**config.mk**
```make
export PLATFORM = sky130hd
export DESIGN_NAME = incremental_pid_speed_loop
export DESIGN_NICKNAME = d
export VERILOG_FILES = /design/src/rtl/ipsl_pkg.sv /design/src/rtl/incremental_pid_speed_loop.sv /design/src/rtl/ipsl_core.sv
export SDC_FILE = /design/constraint.sdc
export NUM_CORES = 2
export LEC_CHECK = 0
export BUFFER_PORTS_ARGS = -buffer_cell sky130_fd_sc_hd__buf_2
export CAP_MARGIN = 10
export CORE_AREA = 2 2 381 270
export CTS_CLUSTER_SIZE = 10
export DETAILED_ROUTE_END_ITERATION = 10
export DIE_AREA = 0 0 383 272
export PLACE_DENSITY = 0.64
export SLEW_MARGIN = 20
export SYNTH_ARGS = -nofsm -noshare
export SYNTH_HDL_FRONTEND = slang
export SYNTH_SLANG_ARGS = --single-unit
```
**constraint.sdc**
```tcl
create_clock -name clk -period 28.2 [get_ports clk]
set_input_delay 5.64 -clock clk [delete_from_list [all_inputs] [get_ports clk]]
set_output_delay 5.64 -clock clk [all_outputs]
set_load 0.02 [all_outputs]
```
**src/rtl/ipsl_pkg.sv**
```systemverilog
// Package with shared constants and types for the incremental PID speed loop.
`timescale 1ns / 1ps

package ipsl_pkg;

  localparam int GainFracBits = 8;
  localparam int CountW       = 15;
  localparam int GainW        = 16;
  localparam int ErrW         = 17;
  localparam int DriveW       = 16;
  localparam int DutyW        = 15;
  localparam int CfgIdxW      = 3;
  localparam int CfgDataW     = 16;
  localparam int AccW         = CountW + GainFracBits + 2;
  localparam int ProdW        = GainW + ErrW + 3;
  localparam int SumW         = ProdW + 2;
  localparam int BoundW       = CountW + GainFracBits;

  localparam logic [CountW-1:0] TargetReset    = 15'd127;
  localparam logic [GainW-1:0]  KpReset        = 16'd5120;
  localparam logic [GainW-1:0]  KiReset        = 16'd51;
  localparam logic [GainW-1:0]  KdReset        = 16'd0;
  localparam logic [CountW-1:0] LimitReset     = 15'd9999;
  localparam logic [CountW-1:0] OverspeedReset = 15'd1273;

  typedef enum logic [CfgIdxW-1:0] {
    CfgTarget    = 3'd0,
    CfgKp        = 3'd1,
    CfgKi        = 3'd2,
    CfgKd        = 3'd3,
    CfgLimit     = 3'd4,
    CfgOverspeed = 3'd5
  } cfg_idx_t;

  typedef struct packed {
    logic [CountW-1:0] target_count;
    logic [GainW-1:0]  kp_gain;
    logic [GainW-1:0]  ki_gain;
    logic [GainW-1:0]  kd_gain;
    logic [CountW-1:0] output_limit;
    logic [CountW-1:0] overspeed_count;
  } cfg_t;

  typedef struct packed {
    logic [AccW-1:0] accumulator;
    logic [ErrW-1:0] error_previous;
    logic [ErrW-1:0] error_before_previous;
    logic            overspeed_latch;
  } loop_state_t;

  typedef struct packed {
    logic [DutyW-1:0]  duty;
    logic [DriveW-1:0] drive_value;
    logic              overspeed;
  } result_t;

endpackage

```
**src/rtl/incremental_pid_speed_loop.sv**
```systemverilog
// Incremental PID speed loop with saturating accumulator and sticky overspeed latch.
// A result passes from the input register through the PID datapath into the result
// register. Throughput: one tick per cycle while the output is not stalled, set by the single
// registered pass through the three gain multipliers.
// Reset clears the accumulator, error history and overspeed latch and loads the
// default register values; the block is ready for a transfer right after reset.
`timescale 1ns / 1ps

module incremental_pid_speed_loop (
  input  logic                                  clk,
  input  logic                                  rst,
  input  logic                                  in_valid,
  output logic                                  in_stall,
  input  logic signed [15:0]                    encoder_count,
  output logic                                  out_valid,
  input  logic                                  out_stall,
  output logic [ipsl_pkg::DutyW-1:0]            duty,
  output logic signed [ipsl_pkg::DriveW-1:0]    drive_value,
  output logic                                  overspeed,
  input  logic                                  cfg_valid,
  output logic                                  cfg_ready,
  input  logic [ipsl_pkg::CfgIdxW-1:0]          cfg_index,
  input  logic [ipsl_pkg::CfgDataW-1:0]         cfg_data
);

  ipsl_pkg::cfg_t        cfg;
  ipsl_pkg::loop_state_t state;
  ipsl_pkg::loop_state_t state_next;
  ipsl_pkg::result_t     result_next;
  ipsl_pkg::result_t     result;

  logic                        s1_valid;
  logic [ipsl_pkg::CountW-1:0] s1_count;
  logic                        advance;
  logic                        in_xfer;

  assign advance   = !out_valid || !out_stall;
  assign in_stall  = s1_valid && !advance;
  assign in_xfer   = in_valid && !in_stall;
  assign cfg_ready = 1'b1;

  always_ff @(posedge clk) begin
    if (rst) begin
      cfg.target_count    <= ipsl_pkg::TargetReset;
      cfg.kp_gain         <= ipsl_pkg::KpReset;
      cfg.ki_gain         <= ipsl_pkg::KiReset;
      cfg.kd_gain         <= ipsl_pkg::KdReset;
      cfg.output_limit    <= ipsl_pkg::LimitReset;
      cfg.overspeed_count <= ipsl_pkg::OverspeedReset;
    end else if (cfg_valid && cfg_ready) begin
      unique case (cfg_index)
        ipsl_pkg::CfgTarget:    cfg.target_count    <= cfg_data[ipsl_pkg::CountW-1:0];
        ipsl_pkg::CfgKp:        cfg.kp_gain         <= cfg_data[ipsl_pkg::GainW-1:0];
        ipsl_pkg::CfgKi:        cfg.ki_gain         <= cfg_data[ipsl_pkg::GainW-1:0];
        ipsl_pkg::CfgKd:        cfg.kd_gain         <= cfg_data[ipsl_pkg::GainW-1:0];
        ipsl_pkg::CfgLimit:     cfg.output_limit    <= cfg_data[ipsl_pkg::CountW-1:0];
        ipsl_pkg::CfgOverspeed: cfg.overspeed_count <= cfg_data[ipsl_pkg::CountW-1:0];
        default: ;
      endcase
    end
  end

  // Input register: negative counts are taken as zero on the way in.
  always_ff @(posedge clk) begin
    if (rst) begin
      s1_valid <= 1'b0;
    end else if (advance || !s1_valid) begin
      s1_valid <= in_xfer;
    end
  end

  always_ff @(posedge clk) begin
    if (in_xfer) begin
      s1_count <= encoder_count[15] ? '0 : encoder_count[ipsl_pkg::CountW-1:0];
    end
  end

  ipsl_core u_core (
    .count      (s1_count),
    .cfg        (cfg),
    .state      (state),
    .state_next (state_next),
    .result     (result_next)
  );

  always_ff @(posedge clk) begin
    if (rst) begin
      state     <= '0;
      out_valid <= 1'b0;
    end else if (advance) begin
      out_valid <= s1_valid;
      if (s1_valid) begin
        state <= state_next;
      end
    end
  end

  always_ff @(posedge clk) begin
    if (advance && s1_valid) begin
      result <= result_next;
    end
  end

  assign duty        = result.duty;
  assign drive_value = result.drive_value;
  assign overspeed   = result.overspeed;

  // The overspeed latch is sticky until reset.
  assert property (@(posedge clk) disable iff (rst)
    state.overspeed_latch |=> state.overspeed_latch)
    else $error("overspeed latch cleared without reset");

  // A nonzero duty only appears with the latch clear and equals the drive value.
  assert property (@(posedge clk) disable iff (rst)
    (out_valid && (duty != '0)) |->
      (!overspeed && (drive_value == $signed({1'b0, duty}))))
    else $error("duty inconsistent with drive value or overspeed");

  // The input side only stalls while the input register holds an item.
  assert property (@(posedge clk) disable iff (rst)
    in_stall |-> s1_valid)
    else $error("input stalled with empty input register");

  // An item leaving the input register lands in the result register.
  assert property (@(posedge clk) disable iff (rst)
    (s1_valid && advance) |=> out_valid)
    else $error("item lost between input and result registers");

endmodule

```
**src/rtl/ipsl_core.sv**
```systemverilog
// Combinational datapath for one control tick: error, PID increment, saturation, outputs.
`timescale 1ns / 1ps

module ipsl_core (
  input  logic [ipsl_pkg::CountW-1:0] count,
  input  ipsl_pkg::cfg_t              cfg,
  input  ipsl_pkg::loop_state_t       state,
  output ipsl_pkg::loop_state_t       state_next,
  output ipsl_pkg::result_t           result
);

  localparam int EW = ipsl_pkg::ErrW;
  localparam int PW = ipsl_pkg::ProdW;
  localparam int SW = ipsl_pkg::SumW;
  localparam int AW = ipsl_pkg::AccW;
  localparam int BW = ipsl_pkg::BoundW;
  localparam int FB = ipsl_pkg::GainFracBits;
  localparam int MW = AW - FB;

  logic                 latch;
  logic [EW-1:0]        err;
  logic signed [EW:0]   d1;
  logic signed [EW+1:0] d2;
  logic signed [EW:0]   ki_err;
  logic signed [PW-1:0] p_kp;
  logic signed [PW-1:0] p_ki;
  logic signed [PW-1:0] p_kd;
  logic signed [SW-1:0] sum;
  logic signed [SW-1:0] bound_pos;
  logic signed [SW-1:0] bound_neg;
  logic [BW-1:0]        bound;
  logic [AW-1:0]        acc_new;
  logic [AW-1:0]        mag;
  logic [MW-1:0]        mag_int;
  logic [ipsl_pkg::DriveW-1:0] drive_mag;
  logic                 negative;

  always_comb begin
    latch = state.overspeed_latch | (count > cfg.overspeed_count);

    // Target and count are both non-negative 15-bit values, so the error fits 17 bits.
    err = {2'b00, cfg.target_count} - {2'b00, count};
    d1  = {err[EW-1], err} - {state.error_previous[EW-1], state.error_previous};
    d2  = {{2{err[EW-1]}}, err}
        - {state.error_previous[EW-1], state.error_previous, 1'b0}
        + {{2{state.error_before_previous[EW-1]}}, state.error_before_previous};
    ki_err = {err[EW-1], err};

    p_kp = $signed({1'b0, cfg.kp_gain}) * d1;
    p_ki = $signed({1'b0, cfg.ki_gain}) * ki_err;
    p_kd = $signed({1'b0, cfg.kd_gain}) * d2;

    sum = {{(SW-AW){state.accumulator[AW-1]}}, state.accumulator}
        + {{(SW-PW){p_kp[PW-1]}}, p_kp}
        + {{(SW-PW){p_ki[PW-1]}}, p_ki}
        + {{(SW-PW){p_kd[PW-1]}}, p_kd};

    bound     = {cfg.output_limit, {FB{1'b0}}};
    bound_pos = $signed({{(SW-BW){1'b0}}, bound});
    bound_neg = -bound_pos;

    if (sum > bound_pos) begin
      acc_new = bound_pos[AW-1:0];
    end else if (sum < bound_neg) begin
      acc_new = bound_neg[AW-1:0];
    end else begin
      acc_new = sum[AW-1:0];
    end

    // Integer part truncated toward zero: shift the magnitude, then restore the sign.
    negative  = acc_new[AW-1];
    mag       = negative ? (-acc_new) : acc_new;
    mag_int   = mag[AW-1:FB];
    drive_mag = mag_int[ipsl_pkg::DriveW-1:0];

    state_next.accumulator           = acc_new;
    state_next.error_previous        = err;
    state_next.error_before_previous = state.error_previous;
    state_next.overspeed_latch       = latch;

    result.drive_value = negative ? (-drive_mag) : drive_mag;
    result.overspeed   = latch;
    if (!negative && (drive_mag != '0) && !latch) begin
      result.duty = drive_mag[ipsl_pkg::DutyW-1:0];
    end else begin
      result.duty = '0;
    end
  end

endmodule

```
==> metrics.sh <==
GRT_START_MAX_NET_PINS=82
CLOCK_TREE_FROM_TRITONCTS='yes'
ROUTE.FINAL.WIRE_LENGTH_MM=129
TIMING.HOLD.WS_NS=0.463
HOLD_PATH_END='state[35]'
CTS.PATH.MAX_BUFFERS=2
POSTCTSSETUPREPAIRBUFS=0
MAX_CAP_VIOL_COUNT=0
FLIP_FLOP_AND_LATCH_COUNT_AFTER_SYNTHESIS=200
MOST-COMMON-LAYOUT-CELLS='sky130_fd_sc_hd__inv_1 (1,048), sky130_fd_sc_hd__nand2_1 (786), sky130_fd_sc_hd__fa_1 (766)'
DRT-VIAS-PER-INSTANCE=5.35
PORT_BUFFERS=73
ANTENNA_LEFT=0
COUNT_OF_ANTENNA_DIODES_IN_THE_LAYOUT=0
POST_SYNTH_INST_COUNT=5413
NUMBER_OF_ANTENNA_VIOLATIONS_AT_THE_FIRST_CHECK_IN_GLOBAL_ROUTING=5
YS.FLOP_TYPE='sky130_fd_sc_hd__dfxtp_1'
DIE_HEIGHT_UM=272
TNS_NS=0
REGTOREGSTARTPOINT='s1_count[0]'
WORST_PATH_LARGEST_CELL_DELAY_NS=0.84
SYN_TO_FINAL_GROWTH_PCT=5.44
EFFECTIVE_UTILIZATION_AT_FLOORPLAN_PCT=45.4
WORST_R2R_PATH_DEPTH=70
RUN_STATUS='finished clean'
FINAL-MAX-SLEW-VIOLATION-COUNT=0
CRITPATHMAXFANOUT=33
GLOBAL_ROUTE.OVERFLOW_TOTAL=0
FINALNETCOUNT=6691
ROUTABILITYCONGESTION=0.939
SYNTH.AVG_CELL_AREA_SQ_UM=8.47
DP_HPWL_MM=106
SETUP_VIOL_COUNT_FINAL=0
CLOCK_LATENCY_NS=0.50
TIMING.HOLD.WORST.CLASS='register to register'
WORSTREG2REGEND='duty[9]'
NUMCTSBUFFERS=17
ENDPOINT_TYPE_OF_THE_WORST_SETUP_PATH='register'
CTS_HOLD_BUFFERS=0
SYNTHSIMPLEGATEAREAFRAC_PCT=18.1
SYNTH_SEQUENTIAL_AREA_RATIO_PCT=9.76
LAYOUT_WORST_PATH_CYCLE_SHARE_PCT=74.5
HIGHEST_ACHIEVABLE_CLOCK_RATE_MHz=47.6
MAX_SLEW_MARGIN_PCT=22.3
SYNTH_AREA_LEADERS='sky130_fd_sc_hd__fa_1 (33%), sky130_fd_sc_hd__ha_1 (14%), sky130_fd_sc_hd__inv_1 (8.6%), sky130_fd_sc_hd__dfxtp_1 (6.7%), sky130_fd_sc_hd__nand2_1 (6.4%)'
DRT_PRE_ANTENNA_ITERS=7
GRT_SETUP_UNREPAIRED='false'
CHIPWIDTH_UM=383
CRITICAL_PATH.SLOWEST_CELL='sky130_fd_sc_hd__fa_1'
AVGROUTEDWIREPERCELL_UM=19.2
FIRST_GLOBAL_VIAS=35700
SYNTH_COMPOUND_AREA_SHARE_PCT=9.72
WORST_HOLD_PATH.NUM_CELLS=2
SYNTH-ADDER-AREA-SHARE_PCT=47.7
PLACEABLECOREAREA_SQ_MM=0.101
OVERALL_TRACK_DEMAND_OVER_CAPACITY_IN_GLOBAL_ROUTING_PCT=25.5
SYNTH_EDF_COUNT=47
DOMINANT_COMBINATIONAL_CELL_FAMILY_BY_AREA_AFTER_SYNTHESIS='adder cells'
CRITPATHMOSTFREQUENTCELL='sky130_fd_sc_hd__fa_1'
GRT_PASS1_WL_MM=206
DIE-AREA_SQ_MM=0.104
SYNTH_TOP_AREA_SHARE_PCT=33.5
FINAL_HOLD_VIOL_COUNT=0
YS_ASYNC_SR_FRACTION_PCT=0
MOSTFREQUENTLAYOUTCELL='sky130_fd_sc_hd__inv_1'
POST_SYNTHESIS_INSTANCE_AREA_SQ_MM=0.0458
DR_TOTAL_VIAS=36000
YOSYSUNIQUECELLTYPES=86
FINAL_LAYOUT_SIZE_SUFFIX_GT1_SHARE_PCT=4.60
ENDPOINT_ARRIVAL_TIME_ON_THE_CRITICAL_PATH_NS=21.24
POST-ROUTE-UTIL_PCT=47.9
REGAREA_SQ_MM=0.00447
WORST_CLOCK_SKEW_NS=0.0231
DESIGN.PORTCOUNT=75
DETAIL_ROUTE.DRC_VIOLATIONS=0
R2R_SETUP_SLACK_NS=7.18
CLOCK-SINKS=200
WORST-SLEW-PIN-TRANSITION_NS=1.16
CRITICAL_PATH.STARTPOINT_TYPE='register'
FINAL.FILL_COUNT=9765
FINAL_PERIOD_MINUS_WORST_SETUP_SLACK_NS=21.02
CRITPATHKIND='register to register'
YOSYSTOPAREACELL='sky130_fd_sc_hd__fa_1'
WORST_SETUP_HOLD_PATH_CLK_SLEW_NS=0.09
MULTI_INPUT_COMB_AREA_SQ_MM=0.0368
SYNTHXORXNORAREAFRAC_PCT=3.92
MUXSHAREOFSYNTHAREA_PCT=0.497
NET_COUNT_SYNTH=6742
CTS_ROOT_BUFFER='sky130_fd_sc_hd__clkbuf_16'
REQUIRED_NS=28.42
DRTITER0DRC=2802
YS.WARNINGS.COUNT=0
WORSTHOLDSTART='state[35]'
PLACEMENT_ROWS=98
POSTCTSRESIZEDCELLS=0
CTSHTREEMAXLEVEL=4
-- cell type report --
cell class / count / area share, %
timing repair buffer: 126 / 1.58
multi-input combinational: 3966 / 76.2
clock buffer: 17 / 0.881
clock inverter: 15 / 0.422
inverter: 1051 / 8.17
tap: 1350 / 3.50
sequential: 200 / 9.26
-- worst max-delay path by stage --
stage	slack, ns	startpoint	endpoint
6_report	7.18	s1_count[0]	duty[9]
2_1_floorplan	10.12	s1_count[0]	duty[2]
3_5_place_dp	7.52	s1_count[0]	duty[10]
3_3_place_gp	8.10	s1_count[0]	duty[1]
4_1_cts	7.45	s1_count[0]	duty[5]
5_1_grt	5.51	s1_count[0]	duty[3]
-- per-layer routing --
layer | global-route usage (%) | share of wire (%) | vias up
met1 | 37.5 | 46 | 17800
met3 | 6.22 | 8.9 | 132
li1 | - | - | 16800
met5 | 1.04 | 0.15 | -
met2 | 37.6 | 42 | 1185
met4 | 5.78 | 2.5 | 8
-- synthesized netlist by cell type, types with 25 or more instances --
library cell	instances
sky130_fd_sc_hd__inv_1	1048
sky130_fd_sc_hd__edfxtp_1	47
sky130_fd_sc_hd__dfxtp_1	153
sky130_fd_sc_hd__a21boi_0	25
sky130_fd_sc_hd__nand3_1	52
sky130_fd_sc_hd__a21oi_1	312
sky130_fd_sc_hd__and2_1	298
sky130_fd_sc_hd__o21ai_0	114
sky130_fd_sc_hd__xor2_1	62
sky130_fd_sc_hd__nand2b_1	41
sky130_fd_sc_hd__nor2_1	222
sky130_fd_sc_hd__xnor2_1	143
sky130_fd_sc_hd__or2_2	38
sky130_fd_sc_hd__nor2b_1	95
sky130_fd_sc_hd__ha_1	523
sky130_fd_sc_hd__a211oi_1	26
sky130_fd_sc_hd__nor3_1	51
sky130_fd_sc_hd__clkbuf_1	180
sky130_fd_sc_hd__and3_1	35
sky130_fd_sc_hd__a21o_1	42
sky130_fd_sc_hd__or3_1	25
sky130_fd_sc_hd__nand2_1	787
sky130_fd_sc_hd__fa_1	766
-- flip-flops by register name, indices dropped and copies added (netlist names) --
signal	flops
cfg	93
drive_value	16
duty	15
out_valid	1
overspeed	1
s1_count	15
s1_valid	1
state	58
-- stage by stage --
step / instance area, sq um / cells / worst slack, ns
final: 48300 / 6725 / 7.18
after global routing: 48300 / 6725 / 5.51
after CTS: 48300 / 6725 / 7.45
after detailed placement: 47700 / 6693 / 7.52
after global placement: 47700 / 6693 / 8.10
after floorplan: 45800 / 5413 / 10.12
-- cells by family after synthesis --
kind of cell	count (synthesis)
compound gates	720
xor+xnor	205
fa+ha+maj	1289
buf+inv	1247
flops	200
mux	22
other cells	1
simple gates	1729
-- worst max-delay path, delay by kind of cell, from the launching register on --
| kind | cells | cell delay, ns |
|---|---|---|
| AO/OA/AOI/OAI | 33 | 7.83 |
| adder cells (fa/ha/maj) | 15 | 6.75 |
| AND/OR/NAND/NOR | 13 | 3.34 |
| buffers and inverters | 4 | 0.98 |
| XOR/XNOR | 4 | 0.95 |
| multiplexers | 1 | 0.45 |
| flip-flops | 1 | 0.40 |
Power is left out: the tool's default activity adds up to more than one toggle a clock period on the data nets, which glitch-free logic cannot reach.
